$ cat config.mk
export PLATFORM = sky130hd
export DESIGN_NAME = ir_pulse_width_frame_receiver
export DESIGN_NICKNAME = d
export VERILOG_FILES = /design/src/rtl/core/ir_pwfr_pkg.sv /design/src/rtl/core/ir_pulse_width_frame_receiver.sv /design/src/rtl/core/ir_pwfr_cfg_regs.sv /design/src/rtl/core/ir_pwfr_decoder.sv
export SDC_FILE = /design/constraint.sdc
export NUM_CORES = 1
export LEC_CHECK = 0
export ABC_CLOCK_PERIOD_IN_PS = 15550
export BUFFER_PORTS_ARGS = -buffer_cell sky130_fd_sc_hd__buf_4
export CAP_MARGIN = 20
export CORE_ASPECT_RATIO = 0.7
export CORE_MARGIN = 8
export CORE_UTILIZATION = 50
export CTS_CLUSTER_DIAMETER = 150
export CTS_CLUSTER_SIZE = 16
export DETAILED_ROUTE_END_ITERATION = 7
export MAX_ROUTING_LAYER = met4
export PLACE_DENSITY = 0.75
export SETUP_SLACK_MARGIN = 0.3
export SYNTH_ARGS = -nofsm -noshare
export SYNTH_HDL_FRONTEND = slang
export SYNTH_HIERARCHICAL = 1
export SYNTH_SLANG_ARGS = --single-unit
$ cat constraint.sdc
create_clock -name i_clk -period 15.55 [get_ports i_clk]
set_input_delay 3.11 -clock i_clk [delete_from_list [all_inputs] [get_ports i_clk]]
set_output_delay 3.11 -clock i_clk [all_outputs]
set_load 0.005 [all_outputs]
$ cat src/rtl/core/ir_pwfr_pkg.sv
`timescale 1ns / 1ps
// ----------------------------------------------------------------------------
// ir_pwfr_pkg
// Shared types and codes of the pulse-width infrared frame receiver.
// ----------------------------------------------------------------------------
package ir_pwfr_pkg;

    localparam int DUR_W       = 16;
    localparam int UNIT_W      = 15;
    localparam int LEN_W       = 13;
    localparam int BYTE_W      = 8;
    localparam int BIT_CNT_W   = 3;
    localparam int SPACE_CNT_W = 8;
    localparam int REG_IDX_W   = 3;

    localparam logic [LEN_W-1:0] BYTE_COUNT_MAX = '1;

    // Register indexes on the configuration port
    localparam logic [REG_IDX_W-1:0] REG_HDR_MARK_MIN  = 3'd0;
    localparam logic [REG_IDX_W-1:0] REG_HDR_MARK_MAX  = 3'd1;
    localparam logic [REG_IDX_W-1:0] REG_HDR_SPACE_MIN = 3'd2;
    localparam logic [REG_IDX_W-1:0] REG_HDR_SPACE_MAX = 3'd3;
    localparam logic [REG_IDX_W-1:0] REG_INTERVAL_MIN  = 3'd4;
    localparam logic [REG_IDX_W-1:0] REG_BIT_UNIT      = 3'd5;
    localparam logic [REG_IDX_W-1:0] REG_MAX_MSG_BYTES = 3'd6;

    typedef enum logic [2:0] {
        PH_HDR_MARK   = 3'd0,
        PH_HDR_SPACE  = 3'd1,
        PH_DATA_MARK  = 3'd2,
        PH_DATA_SPACE = 3'd3,
        PH_DIV_MARK   = 3'd4,
        PH_DIV_SPACE  = 3'd5
    } t_phase;

    typedef enum logic [2:0] {
        ST_INTERVAL  = 3'd0,
        ST_BIT       = 3'd1,
        ST_BYTE      = 3'd2,
        ST_FRAME_ERR = 3'd3,
        ST_CLEARED   = 3'd4
    } t_status;

    typedef struct packed {
        logic [DUR_W-1:0]  hdr_mark_min;
        logic [DUR_W-1:0]  hdr_mark_max;
        logic [DUR_W-1:0]  hdr_space_min;
        logic [DUR_W-1:0]  hdr_space_max;
        logic [DUR_W-1:0]  interval_min;
        logic [UNIT_W-1:0] bit_unit;
        logic [LEN_W-1:0]  max_msg_bytes;
    } t_cfg;

    typedef struct packed {
        t_status            status;
        logic [BYTE_W-1:0]  byte_value;
        logic [LEN_W-1:0]   byte_index;
        logic               message_ready;
        logic [LEN_W-1:0]   message_length;
    } t_result;

endpackage

$ cat src/rtl/core/ir_pulse_width_frame_receiver.sv
`timescale 1ns / 1ps
// ----------------------------------------------------------------------------
// ir_pulse_width_frame_receiver
// Decodes infrared edge-to-edge intervals into frame bytes and message status.
// ----------------------------------------------------------------------------
// Input channel: i_valid / o_stall carry one beat of {i_cmd, i_duration}; cmd 1
// clears the frame after a message has been consumed, cmd 0 is a timed interval.
// Output channel: o_valid / i_stall carry exactly one result beat per input
// beat, in order: status, the completed byte and its index, message_ready and
// message_length.
// A beat goes from the input register through the frame logic into the result
// register. Throughput is one beat per cycle while the result channel is not
// stalled, set by the frame state update.
// A stalled result holds in the result register; the input register keeps
// accepting until it too is full, then o_stall rises.
// Reset (synchronous, active low) empties both registers, returns the frame to
// header-mark search, zeroes the space counter and restores register defaults.
// Registers are written over the APB-style port at byte address 4*index.
// ----------------------------------------------------------------------------
module ir_pulse_width_frame_receiver #(
    parameter int BLOCK_BYTES = 32
) (
    input  logic                                i_clk,
    input  logic                                i_rst_n,
    input  logic                                i_valid,
    output logic                                o_stall,
    input  logic                                i_cmd,
    input  logic [ir_pwfr_pkg::DUR_W-1:0]       i_duration,
    output logic                                o_valid,
    input  logic                                i_stall,
    output logic [2:0]                          o_status,
    output logic [ir_pwfr_pkg::BYTE_W-1:0]      o_byte_value,
    output logic [ir_pwfr_pkg::LEN_W-1:0]       o_byte_index,
    output logic                                o_message_ready,
    output logic [ir_pwfr_pkg::LEN_W-1:0]       o_message_length,
    input  logic                                psel,
    input  logic                                penable,
    input  logic                                pwrite,
    input  logic [4:0]                          paddr,
    input  logic [31:0]                         pwdata,
    output logic [31:0]                         prdata,
    output logic                                pready
);

    ir_pwfr_pkg::t_cfg    cfg;
    ir_pwfr_pkg::t_result result;
    ir_pwfr_pkg::t_result r_out;

    logic                              r_in_valid;
    logic                              r_in_cmd;
    logic [ir_pwfr_pkg::DUR_W-1:0]     r_in_duration;
    logic                              r_out_valid;
    logic                              out_blocked;
    logic                              advance;

    assign out_blocked = r_out_valid && i_stall;
    assign advance     = r_in_valid && !out_blocked;
    assign o_stall     = r_in_valid && out_blocked;

    ir_pwfr_cfg_regs u_cfg_regs (
        .i_clk   (i_clk),
        .i_rst_n (i_rst_n),
        .psel    (psel),
        .penable (penable),
        .pwrite  (pwrite),
        .paddr   (paddr),
        .pwdata  (pwdata),
        .prdata  (prdata),
        .pready  (pready),
        .o_cfg   (cfg)
    );

    ir_pwfr_decoder #(
        .BLOCK_BYTES (BLOCK_BYTES)
    ) u_decoder (
        .i_clk      (i_clk),
        .i_rst_n    (i_rst_n),
        .i_go       (advance),
        .i_cmd      (r_in_cmd),
        .i_duration (r_in_duration),
        .i_cfg      (cfg),
        .o_result   (result)
    );

    // Input register
    always_ff @(posedge i_clk) begin
        if (!i_rst_n) begin
            r_in_valid <= 1'b0;
        end else if (!o_stall) begin
            r_in_valid <= i_valid;
        end
    end

    always_ff @(posedge i_clk) begin
        if (i_valid && !o_stall) begin
            r_in_cmd      <= i_cmd;
            r_in_duration <= i_duration;
        end
    end

    // Result register
    always_ff @(posedge i_clk) begin
        if (!i_rst_n) begin
            r_out_valid <= 1'b0;
        end else if (advance) begin
            r_out_valid <= 1'b1;
        end else if (!i_stall) begin
            r_out_valid <= 1'b0;
        end
    end

    always_ff @(posedge i_clk) begin
        if (advance) begin
            r_out <= result;
        end
    end

    assign o_valid          = r_out_valid;
    assign o_status         = r_out.status;
    assign o_byte_value     = r_out.byte_value;
    assign o_byte_index     = r_out.byte_index;
    assign o_message_ready  = r_out.message_ready;
    assign o_message_length = r_out.message_length;

endmodule

$ cat src/rtl/core/ir_pwfr_cfg_regs.sv
`timescale 1ns / 1ps
// ----------------------------------------------------------------------------
// ir_pwfr_cfg_regs
// APB-style register file holding the timing windows and the length limit.
// ----------------------------------------------------------------------------
module ir_pwfr_cfg_regs (
    input  logic                i_clk,
    input  logic                i_rst_n,
    input  logic                psel,
    input  logic                penable,
    input  logic                pwrite,
    input  logic [4:0]          paddr,
    input  logic [31:0]         pwdata,
    output logic [31:0]         prdata,
    output logic                pready,
    output ir_pwfr_pkg::t_cfg   o_cfg
);

    ir_pwfr_pkg::t_cfg r_cfg;
    logic [ir_pwfr_pkg::REG_IDX_W-1:0] reg_idx;
    logic wr_en;

    assign pready  = 1'b1;
    assign reg_idx = paddr[4:2];
    assign wr_en   = psel && penable && pwrite;
    assign o_cfg   = r_cfg;

    always_ff @(posedge i_clk) begin
        if (!i_rst_n) begin
            r_cfg.hdr_mark_min  <= 16'd8000;
            r_cfg.hdr_mark_max  <= 16'd10000;
            r_cfg.hdr_space_min <= 16'd4000;
            r_cfg.hdr_space_max <= 16'd5000;
            r_cfg.interval_min  <= 16'd100;
            r_cfg.bit_unit      <= 15'd500;
            r_cfg.max_msg_bytes <= 13'd1024;
        end else if (wr_en) begin
            unique case (reg_idx)
                ir_pwfr_pkg::REG_HDR_MARK_MIN:  r_cfg.hdr_mark_min  <= pwdata[15:0];
                ir_pwfr_pkg::REG_HDR_MARK_MAX:  r_cfg.hdr_mark_max  <= pwdata[15:0];
                ir_pwfr_pkg::REG_HDR_SPACE_MIN: r_cfg.hdr_space_min <= pwdata[15:0];
                ir_pwfr_pkg::REG_HDR_SPACE_MAX: r_cfg.hdr_space_max <= pwdata[15:0];
                ir_pwfr_pkg::REG_INTERVAL_MIN:  r_cfg.interval_min  <= pwdata[15:0];
                ir_pwfr_pkg::REG_BIT_UNIT:      r_cfg.bit_unit      <= pwdata[14:0];
                ir_pwfr_pkg::REG_MAX_MSG_BYTES: r_cfg.max_msg_bytes <= pwdata[12:0];
                default: ;
            endcase
        end
    end

    always_comb begin
        unique case (reg_idx)
            ir_pwfr_pkg::REG_HDR_MARK_MIN:  prdata = {16'd0, r_cfg.hdr_mark_min};
            ir_pwfr_pkg::REG_HDR_MARK_MAX:  prdata = {16'd0, r_cfg.hdr_mark_max};
            ir_pwfr_pkg::REG_HDR_SPACE_MIN: prdata = {16'd0, r_cfg.hdr_space_min};
            ir_pwfr_pkg::REG_HDR_SPACE_MAX: prdata = {16'd0, r_cfg.hdr_space_max};
            ir_pwfr_pkg::REG_INTERVAL_MIN:  prdata = {16'd0, r_cfg.interval_min};
            ir_pwfr_pkg::REG_BIT_UNIT:      prdata = {17'd0, r_cfg.bit_unit};
            ir_pwfr_pkg::REG_MAX_MSG_BYTES: prdata = {19'd0, r_cfg.max_msg_bytes};
            default:                        prdata = 32'd0;
        endcase
    end

endmodule

$ cat src/rtl/core/ir_pwfr_decoder.sv
`timescale 1ns / 1ps
// ----------------------------------------------------------------------------
// ir_pwfr_decoder
// Frame FSM and bit packer; one interval or clear beat per cycle with i_go.
// ----------------------------------------------------------------------------
module ir_pwfr_decoder #(
    parameter int BLOCK_BYTES = 32
) (
    input  logic                                  i_clk,
    input  logic                                  i_rst_n,
    input  logic                                  i_go,
    input  logic                                  i_cmd,
    input  logic [ir_pwfr_pkg::DUR_W-1:0]         i_duration,
    input  ir_pwfr_pkg::t_cfg                     i_cfg,
    output ir_pwfr_pkg::t_result                  o_result
);

    localparam int LEN_W  = ir_pwfr_pkg::LEN_W;
    localparam int BYTE_W = ir_pwfr_pkg::BYTE_W;
    localparam int PROD_W = BYTE_W + $clog2(BLOCK_BYTES + 1);
    localparam int TOT_W  = PROD_W + 1;
    localparam int CMP_W  = (TOT_W > LEN_W) ? TOT_W : LEN_W;
    localparam logic [TOT_W-1:0] BB_TOT = TOT_W'(BLOCK_BYTES);

    ir_pwfr_pkg::t_phase r_phase, n_phase;
    logic [BYTE_W-1:0]                    r_shift, n_shift;
    logic [ir_pwfr_pkg::BIT_CNT_W-1:0]    r_bit_cnt, n_bit_cnt;
    logic [LEN_W-1:0]                     r_byte_cnt, n_byte_cnt;
    logic [BYTE_W-1:0]                    r_blk, n_blk;
    logic [BYTE_W-1:0]                    r_last, n_last;
    logic [ir_pwfr_pkg::SPACE_CNT_W-1:0]  r_space_cnt, n_space_cnt;

    logic in_header, win_mark, win_space, frame_err, clear, mark_one;
    logic [BYTE_W-1:0] shifted;
    logic [TOT_W-1:0]  total;
    logic              total_pos, len_ok;
    logic [LEN_W-1:0]  len;
    logic [LEN_W:0]    len_plus2;

    ir_pwfr_pkg::t_status res_status;
    logic [BYTE_W-1:0]    res_byte;
    logic [LEN_W-1:0]     res_index;
    logic                 msg_ready;

    assign in_header = (r_phase == ir_pwfr_pkg::PH_HDR_MARK)
                    || (r_phase == ir_pwfr_pkg::PH_HDR_SPACE);
    assign win_mark  = (i_duration >= i_cfg.hdr_mark_min) && (i_duration <= i_cfg.hdr_mark_max);
    assign win_space = (i_duration >= i_cfg.hdr_space_min)
                    && (i_duration <= i_cfg.hdr_space_max);
    assign frame_err = !i_cmd && (((i_duration > i_cfg.hdr_mark_max) && in_header)
                    || (i_duration < i_cfg.interval_min)
                    || ((r_phase == ir_pwfr_pkg::PH_HDR_MARK) && !win_mark)
                    || ((r_phase == ir_pwfr_pkg::PH_HDR_SPACE) && !win_space));
    assign clear     = i_cmd || frame_err;
    assign mark_one  = i_duration > {i_cfg.bit_unit, 1'b0};
    assign shifted   = {r_shift[BYTE_W-2:0], mark_one};

    // Next phase
    always_comb begin
        n_phase = r_phase;
        if (i_go) begin
            if (clear) begin
                n_phase = ir_pwfr_pkg::PH_HDR_MARK;
            end else begin
                unique case (r_phase)
                    ir_pwfr_pkg::PH_HDR_MARK:   n_phase = ir_pwfr_pkg::PH_HDR_SPACE;
                    ir_pwfr_pkg::PH_HDR_SPACE:  n_phase = ir_pwfr_pkg::PH_DATA_MARK;
                    ir_pwfr_pkg::PH_DATA_MARK:  n_phase = ir_pwfr_pkg::PH_DATA_SPACE;
                    ir_pwfr_pkg::PH_DATA_SPACE: begin
                        // every 256th space is followed by a divider interval
                        n_phase = (&r_space_cnt) ? ir_pwfr_pkg::PH_DIV_SPACE
                                                 : ir_pwfr_pkg::PH_DATA_MARK;
                    end
                    ir_pwfr_pkg::PH_DIV_MARK:   n_phase = ir_pwfr_pkg::PH_DIV_SPACE;
                    ir_pwfr_pkg::PH_DIV_SPACE:  n_phase = ir_pwfr_pkg::PH_DATA_MARK;
                    default:                    n_phase = r_phase;
                endcase
            end
        end
    end

    // Datapath and result
    always_comb begin
        n_shift     = r_shift;
        n_bit_cnt   = r_bit_cnt;
        n_byte_cnt  = r_byte_cnt;
        n_blk       = r_blk;
        n_last      = r_last;
        n_space_cnt = r_space_cnt;
        res_status  = ir_pwfr_pkg::ST_INTERVAL;
        res_byte    = '0;
        res_index   = '0;
        if (i_go) begin
            if (clear) begin
                n_shift    = '0;
                n_bit_cnt  = '0;
                n_byte_cnt = '0;
                n_blk      = '0;
                n_last     = '0;
                res_status = i_cmd ? ir_pwfr_pkg::ST_CLEARED : ir_pwfr_pkg::ST_FRAME_ERR;
            end else if (r_phase == ir_pwfr_pkg::PH_DATA_MARK) begin
                n_bit_cnt = r_bit_cnt + 1'b1;
                if (&r_bit_cnt) begin
                    res_status = ir_pwfr_pkg::ST_BYTE;
                    res_byte   = shifted;
                    res_index  = r_byte_cnt;
                    if (r_byte_cnt == '0) begin
                        n_blk = shifted;
                    end else if (r_byte_cnt == LEN_W'(1)) begin
                        n_last = shifted;
                    end
                    if (r_byte_cnt != ir_pwfr_pkg::BYTE_COUNT_MAX) begin
                        n_byte_cnt = r_byte_cnt + 1'b1;
                    end
                    n_shift = '0;
                end else begin
                    res_status = ir_pwfr_pkg::ST_BIT;
                    n_shift    = shifted;
                end
            end else if (r_phase == ir_pwfr_pkg::PH_DATA_SPACE) begin
                n_space_cnt = r_space_cnt + 1'b1;
            end
        end
    end

    // Stated length from the post-beat header bytes; block count zero leaves
    // last minus one block, positive only when last exceeds the block size.
    always_comb begin
        if (n_blk == '0) begin
            total_pos = TOT_W'(n_last) > BB_TOT;
            total     = TOT_W'(n_last) - BB_TOT;
        end else begin
            total     = TOT_W'(PROD_W'(n_blk - 1'b1) * PROD_W'(BLOCK_BYTES)) + TOT_W'(n_last);
            total_pos = total != '0;
        end
        len_ok = (n_byte_cnt >= LEN_W'(2)) && total_pos
              && (CMP_W'(total) <= CMP_W'(i_cfg.max_msg_bytes));
        len    = len_ok ? total[LEN_W-1:0] : '0;
    end

    assign len_plus2 = {1'b0, len} + (LEN_W + 1)'(2);
    assign msg_ready = (len != '0) && (n_byte_cnt >= LEN_W'(3))
                    && ({1'b0, n_byte_cnt} >= len_plus2);
    assign o_result  = {res_status, res_byte, res_index, msg_ready, len};

    always_ff @(posedge i_clk) begin
        if (!i_rst_n) begin
            r_phase     <= ir_pwfr_pkg::PH_HDR_MARK;
            r_shift     <= '0;
            r_bit_cnt   <= '0;
            r_byte_cnt  <= '0;
            r_blk       <= '0;
            r_last      <= '0;
            r_space_cnt <= '0;
        end else begin
            r_phase     <= n_phase;
            r_shift     <= n_shift;
            r_bit_cnt   <= n_bit_cnt;
            r_byte_cnt  <= n_byte_cnt;
            r_blk       <= n_blk;
            r_last      <= n_last;
            r_space_cnt <= n_space_cnt;
        end
    end

endmodule

==> results.md, run 1 <==
* Ys flop type: dfxtp_1
* Setup crit end kind: flip-flop
* Maxcap violations at 0
* Post-CTS setup buffer count at 0
* CTS tree: done
* CP max-delay cell: buf_4
* Grt total ovfl at 0
* Net Sw Power at 296 uW
* Startpoint types: input port
* Worst-Margin Slew at 1050 ps
* Die area at 0.0338 mm^2
* Util after Layout at 55.4%
* Clock power share at 36.7%
* Vias in the first global route at 11.4k
* Max-slew violation count at 0
* Die height at 156 um
* Initial Utilization at 50.7%
* CTS Buf Count at 17
* # DRC at 0
* Synth Instances at 1,569
* Drt first-iter violations at 1,244
* Fin Setup TNS at 0 ps
* Final setup viols at 0
* Core area at 0.0278 mm^2
* CP Class: in2reg
* Seq/Total Area, Yosys at 34.5%
* Fin nets at 1,816
* # hold bufs at CTS at 0
* FILL cells at 2,519
* H-tree Lvls at 1
* Sw frac at 26.1%
* Total GRT Usage at 24.2%
* Post-Synth XOR/XNOR Area at 1.93%
* GPL Wtd Cong at 0.970
* Clock slew at reported path FFs at 80 ps
* Share of cells above drive strength 1 at 11.1%
* Post-DR vias/cell at 5.99
* Core Rows at 51
* Final Hold Fails at 0
* Die width at 216 um
* Clk sink count at 215
* Initial antenna violation count at 1
* Largest family of logic cells by synthesized area: simple AND/OR/NAND/NOR gates
* Non-filler cells, final at 2,001
* Maximum vdd drop at 0.0000710 V
* Fmax at 83.4 MHz
* Worst hold slack at 476 ps
* Synthesized area at 0.0141 mm^2
* Most frequent cells in the layout: 160 x dfxtp_1, 152 x nand2_1, 136 x inv_1, 134 x mux2i_1, 134 x ha_1
* I/O pins at 134
* Yosys reg bits at 215
* CTS root buffer: clkbuf_16
* Cell Int Power at 837 uW
* Max-slew headroom at 29.6%
* RSZ-0062 raised after global routing: no
* Leakage at 6.60 nW
* Cells after DPL at 1,971
* Total Wirelength at 41,200 um
* Sequential share of power at 52.4%
* Drt first pass iters at 6
* Largest net degree at the start of global routing at 75
* Adder-Cell Fraction of Synth Area at 12.1%
* FFs w/ async S/R, synth at 0%
* Min cycle time layout at 12,000 ps
* DR WL/cell at 20.6 um
* Synth warn at 6
* Status: finished clean
* Post-Synth Simple-Gate Area at 19.8%
* Pwr/cell area at 73.6 mW/mm^2
* Via count at 12.0k
* Multiplexer share of the synthesized area at 10.4%
* Leading cell type in the layout, fill and taps excluded: dfxtp_1
* Post-DP HPWL at 30,300 um
* Fin crit share at 77.1%
* Synth Area in Compound Gates at 13.5%
* Port bufs at 98
* Most common cell on crit path: ha_1
* Worst-Skew Late Latency at 510 ps
* Clock Path Buffers at 3
* WP data required at 15,810 ps
* CTS-repair resized insts at 0
* Area growth, synth to finish at 9.44%
* EDFF count, synth at 55
* Final ANT Viol Nets at 0
* Critical Path Max Stage Delay at 580 ps
* Hold Crit Class: reg2reg
* CP arrival at 12,250 ps
* Syn avg cell area at 8.96 um^2
* CP Max Fanout at 64
* Wire length of the first global-routing pass at 63,700 um
* Worst clock skew at 24.6 ps
* Distinct cell type count after synthesis at 89
* Comb power frac at 10.8%
## worst max-delay path: cells and delay by family
family,cells,cell delay (ps)
and+or+nand+nor,16,4040
AOI/OAI and AO/OA,11,2570
adders and majority gates,5,1460
buffers and inverters,3,860
xor gates and xnor gates,1,100
## through the flow
step                total power [mW]  setup slack, ps  cell area [um^2]
detailed placement             0.726             3320             14900
global route                    1.17             2760             15400
CTS                             1.14             3780             15400
finish                          1.13             3550             15400
global placement               0.723             3480             14900
floorplan                      0.677             2380             14100
## logic make-up (layout without fill, tap and decap cells)
| logic type | Yosys count | in the layout |
|---|---|---|
| flip-flops | 215 | 215 |
| AND/OR/NAND/NOR | 531 | 531 |
| AO/OA/AOI/OAI | 276 | 276 |
| other | 2 | 18 |
| XOR/XNOR | 31 | 31 |
| adder cells (fa/ha/maj) | 135 | 135 |
| multiplexers | 145 | 145 |
| buffers and inverters | 234 | 279 |
## cells in the mapped netlist (all sizes together), types with 15 or more instances
cell / instances / share of area [%]
a211oi: 15 / 0.80
a21o: 17 / 0.91
a21oi: 65 / 2.3
and2: 15 / 0.67
and3: 30 / 1.4
buf: 62 / 3.1
clkbuf: 36 / 0.96
dfxtp: 160 / 23
edfxtp: 55 / 12
ha: 134 / 12
inv: 136 / 3.6
mux2i: 135 / 9.6
nand2: 155 / 4.2
nand2b: 18 / 0.80
nand3: 71 / 2.5
nand4: 27 / 1.3
nor2: 88 / 2.4
nor2b: 36 / 1.6
nor3: 26 / 1.0
o21ai: 60 / 2.2
xnor2: 24 / 1.5
## path summary, 6_finish.rpt
| check | endpoint | cells past startpoint | from | slack, ps |
|---|---|---|---|---|
| min reg2reg | u_cfg_regs/o_cfg[79]$_SDFFE_PN0P_ | 2 | u_cfg_regs/o_cfg[79]$_SDFFE_PN0P_ | 480 |
| max | o_message_ready$_DFFE_PP_ | 36 | i_stall | 3550 |
| max reg2reg | o_message_ready$_DFFE_PP_ | 37 | r_in_duration[13]$_DFFE_PP_ | 4480 |
| min | u_cfg_regs/o_cfg[79]$_SDFFE_PN0P_ | 2 | u_cfg_regs/o_cfg[79]$_SDFFE_PN0P_ | 480 |
## sequential cells by signal, summed over array words and instances (netlist names), 7 cells and up
register,count
u_decoder/r_shift,7
r_in_duration,16
u_decoder/r_last,8
u_decoder/r_byte_cnt,13
o_message_length,13
u_decoder/r_blk,8
o_byte_value,8
u_decoder/r_space_cnt,8
u_cfg_regs/o_cfg,108
o_byte_index,13
## layer usage
layer	track usage (%)	wire, um	up-vias
li1	-	-	5668
met1	33.9	19100	5726
met2	34.5	17100	524
met3	5.94	4110	58
met4	5.88	910	0
met5	-	0	-
## cell type report
| class | instances | area (um^2) | share of cell area (%) |
|---|---|---|---|
| Timing Repair Buffer | 115 | 883 | 5.74 |
| Antenna cell | 1 | 2.50 | 0.0163 |
| Tap cell | 371 | 464 | 3.02 |
| Clock buffer | 27 | 463 | 3.01 |
| Inverter | 136 | 510 | 3.32 |
| Clock inverter | 1 | 11.3 | 0.0732 |
| Multi-Input combinational cell | 1135 | 8200 | 53.3 |
| Sequential cell | 215 | 4850 | 31.5 |
## power by group through the flow
stage               logic [mW]  clock network, mW  registers (mW)
detailed placement       0.120                  0           0.607
CTS                      0.120              0.425           0.594
global placement         0.117                  0           0.606
finish                   0.123              0.416           0.594
floorplan               0.0737                  0           0.603
global route             0.132              0.446           0.595
No activity file was read; power rests on OpenSTA's default activity.
==> run 2: changes to the inputs <==
--- a/config.mk
+++ b/config.mk
@@ -5,7 +5,7 @@
 export SDC_FILE = /design/constraint.sdc
 export NUM_CORES = 1
 export LEC_CHECK = 0
-export ABC_CLOCK_PERIOD_IN_PS = 15550
+export ABC_CLOCK_PERIOD_IN_PS = 11200
 export BUFFER_PORTS_ARGS = -buffer_cell sky130_fd_sc_hd__buf_4
 export CAP_MARGIN = 20
 export CORE_ASPECT_RATIO = 0.7
==> constraint.sdc (replaced) <==
create_clock -name i_clk -period 11.2 [get_ports i_clk]
set_input_delay 2.24 -clock i_clk [delete_from_list [all_inputs] [get_ports i_clk]]
set_output_delay 2.24 -clock i_clk [all_outputs]
set_load 0.005 [all_outputs]
==> results.md, run 2 (same netlist as run 1, synthesis figures left out) <==
* Area growth, synth to finish at 9.66%
* Die height at 156 um
* Comb power frac at 10.9%
* Sw frac at 26.2%
* Core area at 0.0278 mm^2
* Number of flip-flops in the largest register at 108
* Core Rows at 51
* Clock power share at 36.7%
* H-tree Lvls at 1
* Clk sink count at 215
* DR WL/cell at 20.7 um
* Hold Startpoint: u_decoder/r_bit_cnt[1]$_SDFFE_PN0P_
* Initial antenna violation count at 0
* CTS tree: done
* Leading cell type in the layout, fill and taps excluded: dfxtp_1
* Leakage at 6.62 nW
* Drt first-iter violations at 1,264
* RSZ-0062 raised after global routing: no
* CP max-delay cell: a2111oi_1
* Share of cells above drive strength 1 at 11.4%
* Dpl cell area at 0.0149 mm^2
* Largest net degree at the start of global routing at 74
* CTS root buffer: clkbuf_16
* Max-slew headroom at 35.2%
* Final Hold Fails at 0
* Worst r2r src: u_decoder/r_phase[0]$_SDFFE_PN0P_
* Worst-Margin Slew at 962 ps
* Final instance area at 0.0154 mm^2
* Crit path launch: u_decoder/r_phase[0]$_SDFFE_PN0P_
* Worst clock skew at 22.6 ps
* Most common cell on crit path: ha_1
* Fin Setup TNS at 0 ps
* Fin crit share at 90.3%
* # DRC at 0
* Clock Path Buffers at 3
* Cell Int Power at 1.16 mW
* Die width at 216 um
* Critical Path Max Stage Delay at 850 ps
* Final ANT Viol Nets at 0
* Worst-Skew Late Latency at 510 ps
* Total GRT Usage at 24.4%
* CP Max Fanout at 12
* Max-slew violation count at 0
* Net Sw Power at 412 uW
* Most frequent cells in the layout: 160 x dfxtp_1, 152 x nand2_1, 136 x inv_1, 134 x mux2i_1, 134 x ha_1
* Setup crit end kind: flip-flop
* N_diodes at 0
* Final setup viols at 0
* Fin nets at 1,821
* CTS-repair resized insts at 0
* CTS Buf Count at 17
* Wire length of the first global-routing pass at 64,400 um
* Post-CTS setup buffer count at 0
* Min cycle time layout at 10,110 ps
* Pwr/cell area at 102 mW/mm^2
* Post-DR vias/cell at 5.98
* Fmax at 98.9 MHz
* WP data required at 11,500 ps
* Internal reg-to-reg setup slack at 1090 ps
* Maxcap violations at 0
* Post-DP HPWL at 31,000 um
* GPL Wtd Cong at 0.998
* Status: finished clean
* Via count at 12.0k
* Sequential share of power at 52.4%
* Startpoint types: flip-flop
* Hold Crit Class: reg2reg
* I/O pins at 134
* Die area at 0.0338 mm^2
* Maximum vdd drop at 0.0000863 V
* # hold bufs at CTS at 0
* Grt total ovfl at 0
* Vias in the first global route at 11.5k
* CP Class: reg2reg
* Total Wirelength at 41,600 um
* Port bufs at 98
* Initial Utilization at 50.7%
* Drt first pass iters at 5
* Clock slew at reported path FFs at 70 ps
* CP arrival at 10,410 ps
==> run 2: changes by cell type in the layout (fill, tap and decap cells not counted) <==
cell      before  now
buf_4        114  119
diode_2        1    0
clkbuf_1      10    9
==> run 2: final cells by class <==
class                           count  area (um^2)
Fill cell                        2554        12300
Sequential cell                   215         4850
Inverter                          136          510
Clock inverter                      1         11.3
Multi-Input combinational cell   1135         8200
Timing Repair Buffer              120          921
Tap cell                          371          464
Clock buffer                       26          459
==> run 2: power by group through the flow <==
stage / registers, mW / clock network, mW / logic (mW)
6_report: 0.824 / 0.578 / 0.171
5_1_grt: 0.826 / 0.614 / 0.185
4_1_cts: 0.824 / 0.590 / 0.168
3_5_place_dp: 0.842 / 0 / 0.167
3_3_place_gp: 0.842 / 0 / 0.164
2_1_floorplan: 0.837 / 0 / 0.102
==> run 2: stage by stage <==
stage	instances	util [%]	setup slack, ps	hold slack (ps)	power [mW]
final	2004	55.5	1090	470	1.57
after detailed placement	1976	53.8	973	464	1.01
after floorplan	1584	-	717	444	0.939
after CTS	2003	55.5	1370	474	1.58
after global routing	2004	55.5	308	492	1.63
after global placement	1975	53.7	1130	453	1.01
==> run 2: final timing paths <==
path              cells after the start                             endpoint
setup / recovery                     36            o_message_ready$_DFFE_PP_
hold reg to reg                       2  u_decoder/r_bit_cnt[1]$_SDFFE_PN0P_
hold / removal                        2  u_decoder/r_bit_cnt[1]$_SDFFE_PN0P_
setup reg to reg                     36            o_message_ready$_DFFE_PP_
==> run 2: worst max-delay path, delay by kind of cell (launching register included) <==
kind                     cells  cell delay [ps]
AO/OA/AOI/OAI               14             3790
XOR/XNOR                     1              170
adder cells (fa/ha/maj)      5             1610
buffers and inverters        4              600
flip-flops                   1              440
AND/OR/NAND/NOR             12             3280
==> run 2: routing by layer <==
| metal | share of wire (%) | global-route usage [%] | routed length, um | vias to the layer above |
|---|---|---|---|---|
| met5 | 0 | - | 0 | - |
| met4 | 2.0 | 5.49 | 815 | 0 |
| met3 | 10 | 5.40 | 4300 | 53 |
| met2 | 41 | 34.2 | 17200 | 542 |
| met1 | 46 | 35.3 | 19300 | 5731 |
| li1 | - | - | - | 5667 |
